==> src/sv/rtt_pkg.sv <==
// ----------------------------------------------------------------------------
// rtt_pkg: shared types, constants and helpers for integer_to_radix_text
// Holds the transaction structs, the digit-to-ASCII helper and the sizing
// constants that the converter, divider, digit store and emitter all use.
// ----------------------------------------------------------------------------
package rtt_pkg;

    // Sizing
    localparam int VALUE_BITS         = 32;
    localparam int MAX_OUT_CHARS      = 64;
    localparam int MIN_BASE           = 2;
    localparam int MAX_BASE           = 36;
    localparam int MAX_PREC           = MAX_OUT_CHARS - 4;
    localparam int PREFIX_X_INDEX     = 33;
    localparam int BASE_W             = 6;
    localparam int REM_W              = 6;
    localparam int DIV_BITS_PER_CYCLE = 8;
    localparam int DIV_W              = ((VALUE_BITS + DIV_BITS_PER_CYCLE - 1)
                                         / DIV_BITS_PER_CYCLE) * DIV_BITS_PER_CYCLE;
    localparam int DIV_CYCLES         = DIV_W / DIV_BITS_PER_CYCLE;
    localparam int DIV_CNT_W          = $clog2(DIV_CYCLES + 1);
    localparam int DIG_IDX_W          = $clog2(VALUE_BITS);
    localparam int DIG_CNT_W          = $clog2(VALUE_BITS + 1);
    localparam int CNT_W              = $clog2(MAX_OUT_CHARS + 1);

    // ASCII codes
    localparam logic [7:0] CH_NUL     = 8'h00;
    localparam logic [7:0] CH_SPACE   = 8'h20;
    localparam logic [7:0] CH_PLUS    = 8'h2B;
    localparam logic [7:0] CH_MINUS   = 8'h2D;
    localparam logic [7:0] CH_ZERO    = 8'h30;
    localparam logic [7:0] CH_UPPER_A = 8'h41;
    localparam logic [7:0] CH_LOWER_A = 8'h61;

    // Input transaction
    typedef struct packed {
        logic [31:0] value;
        logic [5:0]  base;
        logic [6:0]  width;
        logic [5:0]  precision;
        logic        is_signed;
        logic        plus_sign;
        logic        space_sign;
        logic        left_justify;
        logic        zero_pad;
        logic        alt_prefix;
        logic        upper_case;
    } rtt_in_t;

    // Result transaction
    typedef struct packed {
        logic [7:0] character;
        logic       last;
        logic       error;
    } rtt_out_t;

    // Layout of one formatted run, handed from the converter to the emitter
    typedef struct packed {
        logic                 err;
        logic                 upper;
        logic [7:0]           sign_char;
        logic                 sign_n;
        logic                 pfx0_n;
        logic                 pfxx_n;
        logic [CNT_W-1:0]     padl;
        logic [CNT_W-1:0]     zpad;
        logic [CNT_W-1:0]     precz;
        logic [CNT_W-1:0]     padr;
        logic [DIG_CNT_W-1:0] ndig;
        logic [CNT_W-1:0]     total;
    } rtt_plan_t;

    // Map a digit value 0..35 to its ASCII character
    function automatic logic [7:0] digit_char(input logic [REM_W-1:0] d, input logic upper);
        logic [7:0] d8;
        d8 = {{(8 - REM_W){1'b0}}, d};
        if (d8 < 8'd10) begin
            return CH_ZERO + d8;
        end
        return (upper ? CH_UPPER_A : CH_LOWER_A) + d8 - 8'd10;
    endfunction

endpackage

==> src/sv/rtt_div_unit.sv <==
// ----------------------------------------------------------------------------
// rtt_div_unit: iterative divider by the conversion base
// Restoring division, DIV_BITS_PER_CYCLE quotient bits per cycle. A start
// pulse loads the dividend; done pulses once quotient and remainder are valid.
// ----------------------------------------------------------------------------
module rtt_div_unit
    import rtt_pkg::*;
(
    input  logic                  aclk,
    input  logic                  aresetn,
    input  logic                  start,
    input  logic [VALUE_BITS-1:0] dividend,
    input  logic [BASE_W-1:0]     base,
    output logic                  done,
    output logic [VALUE_BITS-1:0] quotient,
    output logic [REM_W-1:0]      remainder
);

    logic [DIV_W-1:0]     work_reg, work_next;
    logic [REM_W-1:0]     rem_reg, rem_next;
    logic [BASE_W-1:0]    base_reg, base_next;
    logic [DIV_CNT_W-1:0] cnt_reg, cnt_next;
    logic                 done_reg, done_next;

    // Shift dividend bits into the remainder, subtract the base where it fits
    always_comb begin
        logic [REM_W:0]   trial;
        logic [REM_W-1:0] r;
        logic [DIV_W-1:0] w;
        r         = rem_reg;
        w         = work_reg;
        trial     = '0;
        work_next = work_reg;
        rem_next  = rem_reg;
        base_next = base_reg;
        cnt_next  = cnt_reg;
        done_next = 1'b0;
        if (start) begin
            work_next = DIV_W'(dividend);
            rem_next  = '0;
            base_next = base;
            cnt_next  = DIV_CNT_W'(DIV_CYCLES);
        end else if (cnt_reg != '0) begin
            for (int i = 0; i < DIV_BITS_PER_CYCLE; i++) begin
                trial = {r, w[DIV_W-1]};
                w     = {w[DIV_W-2:0], 1'b0};
                if (trial >= {1'b0, base_reg}) begin
                    trial = trial - {1'b0, base_reg};
                    w[0]  = 1'b1;
                end
                r = trial[REM_W-1:0];
            end
            work_next = w;
            rem_next  = r;
            cnt_next  = cnt_reg - 1'b1;
            done_next = (cnt_reg == DIV_CNT_W'(1));
        end
    end

    // Control state
    always_ff @(posedge aclk) begin
        if (!aresetn) begin
            cnt_reg  <= '0;
            done_reg <= 1'b0;
        end else begin
            cnt_reg  <= cnt_next;
            done_reg <= done_next;
        end
    end

    // Datapath
    always_ff @(posedge aclk) begin
        work_reg <= work_next;
        rem_reg  <= rem_next;
        base_reg <= base_next;
    end

    assign done      = done_reg;
    assign quotient  = work_reg[VALUE_BITS-1:0];
    assign remainder = rem_reg;

endmodule

==> src/sv/rtt_digit_store.sv <==
// ----------------------------------------------------------------------------
// rtt_digit_store: digit buffer
// Holds the digits of one value, least significant first, as the divider
// produces them; the emitter reads them back most significant first.
// ----------------------------------------------------------------------------
module rtt_digit_store
    import rtt_pkg::*;
(
    input  logic                 aclk,
    input  logic                 wr_en,
    input  logic [DIG_IDX_W-1:0] wr_idx,
    input  logic [REM_W-1:0]     wr_digit,
    input  logic [DIG_IDX_W-1:0] rd_idx,
    output logic [REM_W-1:0]     rd_digit
);

    logic [REM_W-1:0] digit_reg [VALUE_BITS];

    // Write one digit per divider pass
    always_ff @(posedge aclk) begin
        if (wr_en) begin
            digit_reg[wr_idx] <= wr_digit;
        end
    end

    assign rd_digit = digit_reg[rd_idx];

endmodule

==> src/sv/rtt_emit_seq.sv <==
// ----------------------------------------------------------------------------
// rtt_emit_seq: character emitter
// Walks the layout phases (padding, sign, prefix, zeros, digits, padding), or a lone
// error phase, and drives one character per result transaction through an output register.
// ----------------------------------------------------------------------------
module rtt_emit_seq
    import rtt_pkg::*;
(
    input  logic                 aclk,
    input  logic                 aresetn,
    input  logic                 start,
    input  rtt_plan_t            plan,
    input  logic [REM_W-1:0]     rd_digit,
    output logic [DIG_IDX_W-1:0] rd_idx,
    output logic                 busy,
    output logic                 m_valid,
    input  logic                 m_ready,
    output rtt_out_t             m_data
);

    typedef enum logic [9:0] {
        PH_IDLE = 10'b00_0000_0001,
        PH_ERR  = 10'b00_0000_0010,
        PH_PADL = 10'b00_0000_0100,
        PH_SIGN = 10'b00_0000_1000,
        PH_PFX0 = 10'b00_0001_0000,
        PH_PFXX = 10'b00_0010_0000,
        PH_ZPAD = 10'b00_0100_0000,
        PH_PREC = 10'b00_1000_0000,
        PH_DIGS = 10'b01_0000_0000,
        PH_PADR = 10'b10_0000_0000
    } phase_t;

    phase_t               phase_reg, phase_next, phase_after;
    logic [CNT_W-1:0]     cnt_reg, cnt_next;
    logic [CNT_W-1:0]     rem_reg, rem_next;
    logic [DIG_IDX_W-1:0] dig_idx_reg, dig_idx_next;
    rtt_plan_t            plan_reg, plan_next;
    logic                 m_valid_reg, m_valid_next;
    rtt_out_t             m_data_reg, m_data_next;
    logic                 out_free;
    logic                 emit;
    logic                 advance;
    logic [7:0]           char_sel;
    logic [DIG_CNT_W-1:0] ndig_m1;

    // Characters still owed in a given phase
    function automatic logic [CNT_W-1:0] phase_count(input phase_t ph, input rtt_plan_t p);
        logic [CNT_W-1:0] n;
        unique case (ph)
            PH_ERR:  n = CNT_W'(1);
            PH_PADL: n = p.padl;
            PH_SIGN: n = CNT_W'(p.sign_n);
            PH_PFX0: n = CNT_W'(p.pfx0_n);
            PH_PFXX: n = CNT_W'(p.pfxx_n);
            PH_ZPAD: n = p.zpad;
            PH_PREC: n = p.precz;
            PH_DIGS: n = CNT_W'(p.ndig);
            PH_PADR: n = p.padr;
            default: n = '0;
        endcase
        return n;
    endfunction

    assign out_free = !m_valid_reg || m_ready;
    assign emit     = (phase_reg != PH_IDLE) && (cnt_reg != '0) && out_free;
    assign advance  = (phase_reg != PH_IDLE)
                      && ((cnt_reg == '0) || (emit && cnt_reg == CNT_W'(1)));
    assign ndig_m1  = plan.ndig - 1'b1;

    // Phase order of the formatted text
    always_comb begin
        unique case (phase_reg)
            PH_PADL: phase_after = PH_SIGN;
            PH_SIGN: phase_after = PH_PFX0;
            PH_PFX0: phase_after = PH_PFXX;
            PH_PFXX: phase_after = PH_ZPAD;
            PH_ZPAD: phase_after = PH_PREC;
            PH_PREC: phase_after = PH_DIGS;
            PH_DIGS: phase_after = PH_PADR;
            default: phase_after = PH_IDLE;
        endcase
    end

    // Select the character for the current phase
    always_comb begin
        unique case (phase_reg)
            PH_PADL, PH_PADR:          char_sel = CH_SPACE;
            PH_SIGN:                   char_sel = plan_reg.sign_char;
            PH_PFX0, PH_ZPAD, PH_PREC: char_sel = CH_ZERO;
            PH_PFXX:                   char_sel = digit_char(REM_W'(PREFIX_X_INDEX),
                                                             plan_reg.upper);
            PH_DIGS:                   char_sel = digit_char(rd_digit, plan_reg.upper);
            default:                   char_sel = CH_NUL;
        endcase
    end

    // Sequence the phases and fill the output register
    always_comb begin
        phase_next   = phase_reg;
        cnt_next     = cnt_reg;
        rem_next     = rem_reg;
        dig_idx_next = dig_idx_reg;
        plan_next    = plan_reg;
        m_valid_next = m_valid_reg;
        m_data_next  = m_data_reg;

        if (m_ready) begin
            m_valid_next = 1'b0;
        end

        if (start) begin
            plan_next    = plan;
            phase_next   = plan.err ? PH_ERR : PH_PADL;
            cnt_next     = plan.err ? CNT_W'(1) : plan.padl;
            rem_next     = plan.err ? CNT_W'(1) : plan.total;
            dig_idx_next = ndig_m1[DIG_IDX_W-1:0];
        end else begin
            if (emit) begin
                m_valid_next          = 1'b1;
                m_data_next.character = char_sel;
                m_data_next.last      = (rem_reg == CNT_W'(1));
                m_data_next.error     = (phase_reg == PH_ERR);
                cnt_next              = cnt_reg - 1'b1;
                rem_next              = rem_reg - 1'b1;
                if (phase_reg == PH_DIGS) begin
                    dig_idx_next = dig_idx_reg - 1'b1;
                end
            end
            if (advance) begin
                phase_next = phase_after;
                cnt_next   = phase_count(phase_after, plan_reg);
            end
        end
    end

    // Control state
    always_ff @(posedge aclk) begin
        if (!aresetn) begin
            phase_reg   <= PH_IDLE;
            cnt_reg     <= '0;
            rem_reg     <= '0;
            m_valid_reg <= 1'b0;
        end else begin
            phase_reg   <= phase_next;
            cnt_reg     <= cnt_next;
            rem_reg     <= rem_next;
            m_valid_reg <= m_valid_next;
        end
    end

    // Datapath
    always_ff @(posedge aclk) begin
        dig_idx_reg <= dig_idx_next;
        plan_reg    <= plan_next;
        m_data_reg  <= m_data_next;
    end

    assign rd_idx  = dig_idx_reg;
    assign busy    = (phase_reg != PH_IDLE);
    assign m_valid = m_valid_reg;
    assign m_data  = m_data_reg;

endmodule

==> src/sv/integer_to_radix_text.sv <==
// ----------------------------------------------------------------------------
// integer_to_radix_text: printf-style integer to ASCII text, base 2 to 36
// Each digit is one pass of the shared divider; an invalid base skips the divider and
// yields a single error result. Items are taken one at a time: s_ready returns in the
// cycle after the emitter goes idle. Reset clears all control state.
// ----------------------------------------------------------------------------
module integer_to_radix_text
    import rtt_pkg::*;
(
    input  logic     aclk,
    input  logic     aresetn,
    input  logic     s_valid,
    output logic     s_ready,
    input  rtt_in_t  s_data,
    output logic     m_valid,
    input  logic     m_ready,
    output rtt_out_t m_data
);

    typedef enum logic [3:0] {
        ST_IDLE = 4'b0001,
        ST_DIV  = 4'b0010,
        ST_PLAN = 4'b0100,
        ST_EMIT = 4'b1000
    } state_t;

    state_t               state_reg, state_next;
    logic                 go_reg, go_next;
    logic                 err_reg, err_next;
    logic [VALUE_BITS-1:0] val_reg, val_next;
    logic [BASE_W-1:0]    base_reg, base_next;
    logic [DIG_CNT_W-1:0] ndig_reg, ndig_next;
    logic [CNT_W-1:0]     width_reg, width_next;
    logic [CNT_W-1:0]     prec_reg, prec_next;
    logic [7:0]           sign_char_reg, sign_char_next;
    logic                 sign_n_reg, sign_n_next;
    logic [1:0]           pfx_n_reg, pfx_n_next;
    logic                 left_reg, left_next;
    logic                 zero_reg, zero_next;
    logic                 upper_reg, upper_next;

    logic                  accept;
    logic                  base_ok;
    logic [VALUE_BITS-1:0] in_val;
    logic                  in_neg;
    logic                  div_done;
    logic [VALUE_BITS-1:0] div_quot;
    logic [REM_W-1:0]      div_rem;
    logic                  digit_wr;
    logic [DIG_IDX_W-1:0]  rd_idx;
    logic [REM_W-1:0]      rd_digit;
    logic                  emit_start;
    logic                  emit_busy;
    rtt_plan_t             plan;
    logic [CNT_W-1:0]      nprec;
    logic [CNT_W-1:0]      body;
    logic [CNT_W-1:0]      pad;

    assign s_ready  = (state_reg == ST_IDLE);
    assign accept   = s_valid && s_ready;
    assign base_ok  = (s_data.base >= BASE_W'(MIN_BASE)) && (s_data.base <= BASE_W'(MAX_BASE));
    assign in_val   = s_data.value[VALUE_BITS-1:0];
    assign in_neg   = s_data.is_signed && in_val[VALUE_BITS-1];
    assign digit_wr = (state_reg == ST_DIV) && div_done;

    // Shared divider: one pass per digit
    rtt_div_unit u_div (
        .aclk      (aclk),
        .aresetn   (aresetn),
        .start     (go_reg),
        .dividend  (val_reg),
        .base      (base_reg),
        .done      (div_done),
        .quotient  (div_quot),
        .remainder (div_rem)
    );

    rtt_digit_store u_digits (
        .aclk     (aclk),
        .wr_en    (digit_wr),
        .wr_idx   (ndig_reg[DIG_IDX_W-1:0]),
        .wr_digit (div_rem),
        .rd_idx   (rd_idx),
        .rd_digit (rd_digit)
    );

    // Lay out the run from the digit count and the captured controls
    always_comb begin
        nprec = (prec_reg > CNT_W'(ndig_reg)) ? prec_reg : CNT_W'(ndig_reg);
        body  = nprec + CNT_W'(sign_n_reg) + CNT_W'(pfx_n_reg);
        pad   = (width_reg > body) ? (width_reg - body) : '0;

        plan.err       = err_reg;
        plan.upper     = upper_reg;
        plan.sign_char = sign_char_reg;
        plan.sign_n    = sign_n_reg;
        plan.pfx0_n    = (pfx_n_reg != 2'd0);
        plan.pfxx_n    = (pfx_n_reg == 2'd2);
        plan.padl      = (!left_reg && !zero_reg) ? pad : '0;
        plan.zpad      = zero_reg ? pad : '0;
        plan.padr      = left_reg ? pad : '0;
        plan.precz     = nprec - CNT_W'(ndig_reg);
        plan.ndig      = ndig_reg;
        plan.total     = body + pad;
    end

    assign emit_start = (state_reg == ST_PLAN);

    rtt_emit_seq u_emit (
        .aclk     (aclk),
        .aresetn  (aresetn),
        .start    (emit_start),
        .plan     (plan),
        .rd_digit (rd_digit),
        .rd_idx   (rd_idx),
        .busy     (emit_busy),
        .m_valid  (m_valid),
        .m_ready  (m_ready),
        .m_data   (m_data)
    );

    // Sequencer: capture, divide digit by digit, plan, hand off to the emitter
    always_comb begin
        state_next     = state_reg;
        go_next        = 1'b0;
        err_next       = err_reg;
        val_next       = val_reg;
        base_next      = base_reg;
        ndig_next      = ndig_reg;
        width_next     = width_reg;
        prec_next      = prec_reg;
        sign_char_next = sign_char_reg;
        sign_n_next    = sign_n_reg;
        pfx_n_next     = pfx_n_reg;
        left_next      = left_reg;
        zero_next      = zero_reg;
        upper_next     = upper_reg;

        unique case (state_reg)
            ST_IDLE: begin
                if (accept) begin
                    err_next   = !base_ok;
                    val_next   = in_neg ? (~in_val + 1'b1) : in_val;
                    base_next  = s_data.base;
                    ndig_next  = '0;
                    width_next = (s_data.width > 7'(MAX_OUT_CHARS))
                                 ? CNT_W'(MAX_OUT_CHARS) : CNT_W'(s_data.width);
                    prec_next  = (s_data.precision > 6'(MAX_PREC))
                                 ? CNT_W'(MAX_PREC) : CNT_W'(s_data.precision);
                    left_next  = s_data.left_justify;
                    zero_next  = s_data.zero_pad && !s_data.left_justify;
                    upper_next = s_data.upper_case;
                    if (in_neg) begin
                        sign_char_next = CH_MINUS;
                        sign_n_next    = 1'b1;
                    end else if (s_data.is_signed && s_data.plus_sign) begin
                        sign_char_next = CH_PLUS;
                        sign_n_next    = 1'b1;
                    end else if (s_data.is_signed && s_data.space_sign) begin
                        sign_char_next = CH_SPACE;
                        sign_n_next    = 1'b1;
                    end else begin
                        sign_char_next = CH_NUL;
                        sign_n_next    = 1'b0;
                    end
                    if (s_data.alt_prefix && s_data.base == BASE_W'(16)) begin
                        pfx_n_next = 2'd2;
                    end else if (s_data.alt_prefix && s_data.base == BASE_W'(8)) begin
                        pfx_n_next = 2'd1;
                    end else begin
                        pfx_n_next = 2'd0;
                    end
                    if (base_ok) begin
                        state_next = ST_DIV;
                        go_next    = 1'b1;
                    end else begin
                        state_next = ST_PLAN;
                    end
                end
            end
            ST_DIV: begin
                if (div_done) begin
                    val_next  = div_quot;
                    ndig_next = ndig_reg + 1'b1;
                    if (div_quot == '0 || ndig_reg == DIG_CNT_W'(VALUE_BITS - 1)) begin
                        state_next = ST_PLAN;
                    end else begin
                        go_next = 1'b1;
                    end
                end
            end
            ST_PLAN: begin
                state_next = ST_EMIT;
            end
            ST_EMIT: begin
                if (!emit_busy) begin
                    state_next = ST_IDLE;
                end
            end
            default: begin
                state_next = ST_IDLE;
            end
        endcase
    end

    // Control state
    always_ff @(posedge aclk) begin
        if (!aresetn) begin
            state_reg <= ST_IDLE;
            go_reg    <= 1'b0;
        end else begin
            state_reg <= state_next;
            go_reg    <= go_next;
        end
    end

    // Captured item and conversion progress
    always_ff @(posedge aclk) begin
        err_reg       <= err_next;
        val_reg       <= val_next;
        base_reg      <= base_next;
        ndig_reg      <= ndig_next;
        width_reg     <= width_next;
        prec_reg      <= prec_next;
        sign_char_reg <= sign_char_next;
        sign_n_reg    <= sign_n_next;
        pfx_n_reg     <= pfx_n_next;
        left_reg      <= left_next;
        zero_reg      <= zero_next;
        upper_reg     <= upper_next;
    end

endmodule

==> config.mk <==
export PLATFORM = sky130hd
export DESIGN_NAME = integer_to_radix_text
export DESIGN_NICKNAME = d
export VERILOG_FILES = /design/src/sv/rtt_pkg.sv /design/src/sv/rtt_div_unit.sv /design/src/sv/rtt_digit_store.sv /design/src/sv/rtt_emit_seq.sv /design/src/sv/integer_to_radix_text.sv
export SDC_FILE = /design/constraint.sdc
export NUM_CORES = 1
export LEC_CHECK = 0
export ABC_AREA = 0
export BUFFER_PORTS_ARGS = -buffer_cell sky130_fd_sc_hd__buf_2
export CAP_MARGIN = 10
export CORE_MARGIN = 10
export CORE_UTILIZATION = 41
export CTS_CLUSTER_DIAMETER = 80
export DETAILED_ROUTE_END_ITERATION = 12
export PLACE_DENSITY_LB_ADDON = 0.25
export SLEW_MARGIN = 20
export SYNTH_ARGS = -nofsm -noshare
export SYNTH_HDL_FRONTEND = slang
export SYNTH_SLANG_ARGS = --single-unit
==> constraint.sdc <==
create_clock -name aclk -period 20.6 [get_ports aclk]
set_clock_uncertainty 0.2 [all_clocks]
set_input_delay 4.12 -clock aclk [delete_from_list [all_inputs] [get_ports aclk]]
set_output_delay 4.12 -clock aclk [all_outputs]
set_load 0.05 [all_outputs]
Yosys cells after proc, flatten, opt, wreduce, memory -nomap -nowiden
Memories as Yosys holds them, arrays and structs flattened. A register that Yosys moved wholly into a read port is not among the register bits. Index checks and enable logic that the tools add are counted.

$lt $le $gt $ge: 15. Muxes and demuxes: 86. Eq/ne operators: 34. Reductions and logical operators: 43. Add/subtract/negate cells: 25. Bitwise logic cells: 4.

Operators with widths (number): $mux W32 (5); $mux W6 (26); $mux W7 (10); $pmux W10 S7 (1); $pmux W32 S2 (1); $pmux W7 S9 (1); $ge A7 B6 Y1 (8); $sub A6 B6 Y6 (8); $pmux W8 S5 (1); $add A32 B1 Y32 const B (1); $logic_not A32 Y1 (1); $not A32 Y32 (1); $mux W1 (21); $eq A10 B10 Y1 const B (2); $eq A10 B2 Y1 const B (2); $eq A10 B3 Y1 const B (2); $eq A10 B4 Y1 const B (2); $eq A10 B5 Y1 const B (2); $eq A10 B6 Y1 const B (2); $eq A10 B7 Y1 const B (2); $eq A10 B8 Y1 const B (2); $eq A10 B9 Y1 const B (2); $mux W10 (2); $mux W5 (4); 51 further kinds (98).

Input port bits: 62. Memories: 1. Flip-flop bits (word level): 208. Output and inout port bits: 12. RAM bits: 192.

Memory list: u_digits.digit_reg (words 32, width 6, rd ports 1, clocked after memory_dff 1, write ports 1, RTL line rtt_digit_store.sv:17) `logic [REM_W-1:0] digit_reg [VALUE_BITS];`.

Depth between registers and ports, before layout
Depth in word-level cells: 32. Mapped depth: 76.

Cells and area by module
Synthesis repeated with hierarchy kept, for this count alone.

Cells, all modules: 1714. Area total of the unflattened synthesis: 21589.5 sq um.

By module, submodules not included: rtt_digit_store (times used 1, area each 7469.7 sq um, cells each 317, sequential area each 5765.5 sq um); integer_to_radix_text (times used 1, area each 5156.2 sq um, cells each 530, sequential area each 2112.0 sq um); rtt_div_unit (times used 1, area each 4839.6 sq um, cells each 480, sequential area each 1341.3 sq um); rtt_emit_seq (times used 1, area each 4124.0 sq um, cells each 387, sequential area each 2122.0 sq um).

Least setup slack after synthesis
Ideal clock, no wire load.

Kind: register to register. From: register u_div.rem_reg[4] (netlist: u_div.remainder[4]). To: register u_div.work_reg[0] (netlist: u_div.quotient[0]) (data pin). Cell stages (with the launch flop): 72. Setup slack: 4.460 ns. Data arrival time: 15.680 ns. Clock period less this slack: 16.140 ns. Setup time: 0.260 ns. Path through: dfxtp_1 -> ha_1 -> a211oi_2 -> nand2_1 -> a21oi_1 -> mux2_2 -> inv_1 -> ha_1 -> a2111oi_0 -> o31ai_1 -> a21oi_1 -> nand2_2 -> o21ai_0 -> inv_1 -> ha_1 -> nor2b_1 -> o31a_1 -> o311ai_0 -> [36 not listed] -> nor2b_1 -> o21ai_0 -> nand2b_1 -> a21o_1 -> a21o_1 -> a31o_2 -> a21o_1 -> a211oi_4 -> mux2i_1 -> ha_1 -> a21o_1 -> a21o_1 -> a21o_1 -> a21o_1 -> a211o_1 -> a211oi_1 -> mux2i_2 -> mux2_2.

Longest elaborated chain between the ends: 32.

RTL lines: from (decl) (RTL line rtt_div_unit.sv:20) `logic [REM_W-1:0] rem_reg, rem_next;`; from (signal assigned) (RTL line rtt_div_unit.sv:74) `rem_reg <= rem_next;`; $sub A6 B6 Y6 or $ge A7 B6 Y1 (tied branches) (RTL line rtt_div_unit.sv:48, rtt_div_unit.sv:47); $mux W6 * (RTL line rtt_div_unit.sv:47) `if (trial >= {1'b0, base_reg}) begin`; $mux W6 * (RTL line rtt_div_unit.sv:43) `end else if (cnt_reg != '0) begin`; $mux W6 * (RTL line rtt_div_unit.sv:38) `if (start) begin`; $ge A7 B6 Y1 or $sub A6 B6 Y6 (tied branches) (RTL line rtt_div_unit.sv:47, rtt_div_unit.sv:48); $mux W6 * (RTL line rtt_div_unit.sv:47); $mux W6 * (RTL line rtt_div_unit.sv:43); $mux W6 * (RTL line rtt_div_unit.sv:38); [17 not listed]; $mux W6 * (RTL line rtt_div_unit.sv:47); $mux W6 * (RTL line rtt_div_unit.sv:43); $mux W6 * (RTL line rtt_div_unit.sv:38); $ge A7 B6 Y1 * (RTL line rtt_div_unit.sv:47); $mux W1 * (RTL line rtt_div_unit.sv:47); $mux W32 * (RTL line rtt_div_unit.sv:43); $mux W32 * (RTL line rtt_div_unit.sv:38); named net u_div.work_next[0] (RTL line rtt_div_unit.sv:19) `logic [DIV_W-1:0] work_reg, work_next;`; to (signal assigned) (RTL line rtt_div_unit.sv:73) `work_reg <= work_next;`; to (decl) (RTL line rtt_div_unit.sv:19).

The timed path passes the listed nets; every way through them passes the cells marked *. The select of a mux whose other input is x is not followed. A chain may end at the register's enable or synchronous reset.

Worst setup path after layout
From: register u_div.base_reg[1]. To: register u_div.work_reg[0] (netlist: u_div.quotient[0]) (data pin).

Longest elaborated chain between the ends: 32.

RTL lines: from (decl) (RTL line rtt_div_unit.sv:21) `logic [BASE_W-1:0] base_reg, base_next;`; from (signal assigned) (RTL line rtt_div_unit.sv:75) `base_reg <= base_next;`; $sub A6 B6 Y6 or $ge A7 B6 Y1 (tied branches) (RTL line rtt_div_unit.sv:48, rtt_div_unit.sv:47); $mux W6 (RTL line rtt_div_unit.sv:47); $mux W6 (RTL line rtt_div_unit.sv:43); $mux W6 (RTL line rtt_div_unit.sv:38); $sub A6 B6 Y6 or $ge A7 B6 Y1 (tied branches) (RTL line rtt_div_unit.sv:48, rtt_div_unit.sv:47); $mux W6 (RTL line rtt_div_unit.sv:47); $mux W6 (RTL line rtt_div_unit.sv:43); $mux W6 (RTL line rtt_div_unit.sv:38); [17 not listed]; $mux W6 (RTL line rtt_div_unit.sv:47); $mux W6 (RTL line rtt_div_unit.sv:43); $mux W6 (RTL line rtt_div_unit.sv:38); $ge A7 B6 Y1 * (RTL line rtt_div_unit.sv:47); $mux W1 * (RTL line rtt_div_unit.sv:47); $mux W32 * (RTL line rtt_div_unit.sv:43); $mux W32 * (RTL line rtt_div_unit.sv:38); named net u_div.work_next[0] (RTL line rtt_div_unit.sv:19).

Marked as above.

==> summary.md <==
| Metric | Value |
|---|---|
| Initial antenna violation count | `0` |
| Synthesized Nets | `1823` |
| Setup TNS | `0 ns` |
| Num CTS Buffers | `44` |
| Reg2reg start | `u_div.base_reg[1]$_DFFE_PP_` |
| Slew margin rel. | `0.298` |
| Final ANT Viol Nets | `0` |
| Syn Area/Cell | `12.5 sq um` |
| Core Rows | `82` |
| Layout Area Growth over Synthesis | `12.7%` |
| Crit end category | `flop` |
| FF-to-FF End | `u_div.quotient[0]$_DFFE_PP_` |
| Die X | `245 um` |
| Post-route cell area | `23300 sq um` |
| Status | `finished clean` |
| WL per Instance | `20.2 um` |
| Setup repair bufs after CTS | `0` |
| Final #Nets | `1901` |
| Arr. time, crit path | `18.86 ns` |
| Layout cells sized above 1 | `0.168` |
| H-tree Lvls | `2` |
| Synth cell types | `84` |
| Hold Path Class | `reg -> reg` |
| Port bufs | `73` |
| Synthesized instance count | `1651` |
| Worst Max-Slew Pin Slew | `1.05 ns` |
| Number of enable flip-flop cells after synthesis | `346` |
| Root buffer cell | `clkbuf_16` |
| Final hold slack | `0.225 ns` |
| Final Hold Viols | `0` |
| RSZ-0062 raised after global routing | `no` |
| Achievable frequency | `0.0533 GHz` |
| Crit path from | `u_div.base_reg[1]$_DFFE_PP_` |
| Core Region | `50100 sq um` |
| Drt via density | `5.53` |
| Clock Tree Buf Depth | `3` |
| CP Capture Point | `u_div.quotient[0]$_DFFE_PP_` |
| Ports | `74` |
| Tmin final | `18.75 ns` |
| Global-route wire length before repair | `76500 um` |
| Initial DRT Pass Iterations | `7` |
| Ant. Diodes | `0` |
| RD Place Congestion | `0.912` |
| Crit path max-delay family | `compound AO/OA/AOI/OAI gates` |
| Finish-stage setup viols | `0` |
| Vert. Die Dim | `245 um` |
| Overflow left after global routing | `0` |
| Fin. max-slew vios | `0` |
| Post-Syn Area | `20700 sq um` |
| Clk Latency, worst-skew pair | `0.56 ns` |
| Critical path class | `reg -> reg` |
| DP HPWL | `35000 um` |
| Total number of vias | `13500` |
| Largest register FFs | `192` |
| Synth warn | `0` |
| WL final | `49200 um` |
| Max Cap Violations | `0` |
| Post-cts sizing count | `0` |
| Total die area | `59900 sq um` |
| Asr flop ratio synth | `0` |
| # DRC | `0` |
| Total global-route track usage | `0.162` |
| Buf/Inv on CP | `5` |
| Vias in the first global route | `13500` |
| Hold-fix buffer count after cts | `0` |
| Depth of the most critical reg-to-reg path | `71` |
| CTS clk-pin slew, worst paths | `0.06 ns` |
| TritonCTS clock tree | `yes` |
| Synth Register Bits | `391` |
| Most used DFF post-synth | `edfxtp_1` |
| Initial drt markers | `951` |
| Worst EP required | `20.71 ns` |
| Seq/Total Area, Yosys | `0.545` |
| Most used cell, CP | `a21o_1` |
| CP max FO | `10` |
| Largest net degree at the start of global routing | `67` |
| Initial core utilization | `0.414` |
| Worst path max stage delay | `0.69 ns` |
| Fin util | `0.466` |
| Startpoint Class | `flop` |
| R2r setup slk | `1.85 ns` |
| Sink Count | `391` |
| Slowest-stage cell, CP | `edfxtp_1` |
| CP Depth | `71` |
| Period utilisation layout | `0.910` |
| Post-placement cell area | `21800 sq um` |
## placed cells by master (no fill, tap or decap), drive strengths merged, types with 5 or more instances in the layout
master,n
nand3,30
o22ai,13
and3,6
edfxtp,346
mux2,50
nor2b,24
a31o,5
nand2b,15
nor2,134
or4,7
clkbuf,55
a21oi,79
nand4,12
xor2,38
mux2i,29
ha,96
buf,87
nand2,114
a22oi,6
and2,26
a211oi,18
a31oi,7
or3,6
nor3,28
mux4,60
o31ai,7
nor4,23
inv,88
bufinv,6
a21boi,8
a21o,28
o21ai,85
nor3b,12
o21a,14
xnor2,49
clkinv,16
dfxtp,45
nand3b,7
fa,14
## kinds of logic (layout without fill, tap and decap cells)
kind of cell | after synthesis | after routing | synth area share
buffers and inverters | 143 | 255 | 0.0262
xor gates and xnor gates | 88 | 88 | 0.0379
adders and majority gates | 110 | 110 | 0.0715
and+or+nand+nor | 457 | 457 | 0.108
AOI/OAI and AO/OA | 323 | 323 | 0.104
DFF | 391 | 391 | 0.545
muxes | 139 | 139 | 0.107
## cells in the mapped netlist (4+ instances only)
cell      count  area (sq um)
o31a_1        4          35.0
o21bai_1      4          30.0
xnor2_1      49           429
a221oi_1      4          35.0
o31ai_1       6          45.0
nor2_1      133           499
a211o_1       4          35.0
o22ai_1      13          81.3
nand3b_1      7          52.6
nor4_1       23           144
clkbuf_1     44           165
and3_1        6          37.5
a31o_2        4          35.0
nor3_1       27           135
inv_1        86           323
nand3_1      30           150
mux4_2       60          1350
fa_1         14           280
mux2i_1      28           280
ha_1         96          1200
buf_1        10          37.5
nor2b_1      24           150
xor2_1       38           333
nor4b_1       4          35.0
nand2_1     113           424
and2_1       26           163
dfxtp_1      45           901
mux2_2       49           552
o21a_1       14           105
a21o_1       28           210
o21ai_0      82           410
a211oi_1     15           113
nand2b_1     15          93.8
nand4_1      12          75.1
a21oi_1      78           390
edfxtp_1    346         10400
a31oi_1       6          37.5
or4_1         7          52.6
a21boi_0      8          60.1
a22oi_1       6          45.0
nor3b_1      12          90.1
or3_1         6          37.5
o211a_1       4          40.0
## area by class of cell
type                    count  area (sq um)
well taps                 672           841
clock inverters            25           308
multi-input cells        1117          8890
clock buffers              55          1200
inverters                  88           335
repair buffers             87           470
fillers                  4581         26700
flip-flops and latches    391         11300
## through the flow
step | setup WS [ns] | instances
after floorplan | 4.46 | 1651
after global placement | 2.54 | 2355
after detailed placement | 1.86 | 2355
after CTS | 1.81 | 2435
after global routing | 0.311 | 2435
final | 1.85 | 2435
## how the worst min path moves through the flow
stage	from	endpoint	slack, ns	cells after the start
CTS	sign_char_reg[1]$_SDFFCE_PP0P_	u_emit.plan_reg[45]$_DFFE_PP_	0.23	0
floorplan	base_reg[0]$_DFFE_PP_	u_div.base_reg[0]$_DFFE_PP_	0.20	0
global route	sign_char_reg[2]$_SDFFCE_PP1P_	u_emit.plan_reg[46]$_DFFE_PP_	0.23	0
detailed placement	base_reg[0]$_DFFE_PP_	u_div.base_reg[0]$_DFFE_PP_	0.21	0
finish	upper_reg$_DFFE_PP_	u_emit.plan_reg[52]$_DFFE_PP_	0.22	0
global placement	upper_reg$_DFFE_PP_	u_emit.plan_reg[52]$_DFFE_PP_	0.20	0
## worst register-to-register path: cells and delay by family, from the launching register on
kind | cells | cell delay, ns
compound gates | 37 | 9.50
fa+ha+maj | 8 | 2.47
buf+inv | 5 | 0.79
flops | 1 | 0.69
mux | 6 | 1.97
simple gates | 15 | 2.92
## layer usage
metal  track usage  up-vias  share of wire
met5             0        -              0
met2         0.272      374           0.49
met3        0.0247       91          0.048
met1         0.211     6590           0.44
li1              -     6410              -
met4        0.0519        0          0.025
Power is not shown: default switching activity piles up to over one toggle a cycle in this logic, so the estimate is an artifact.
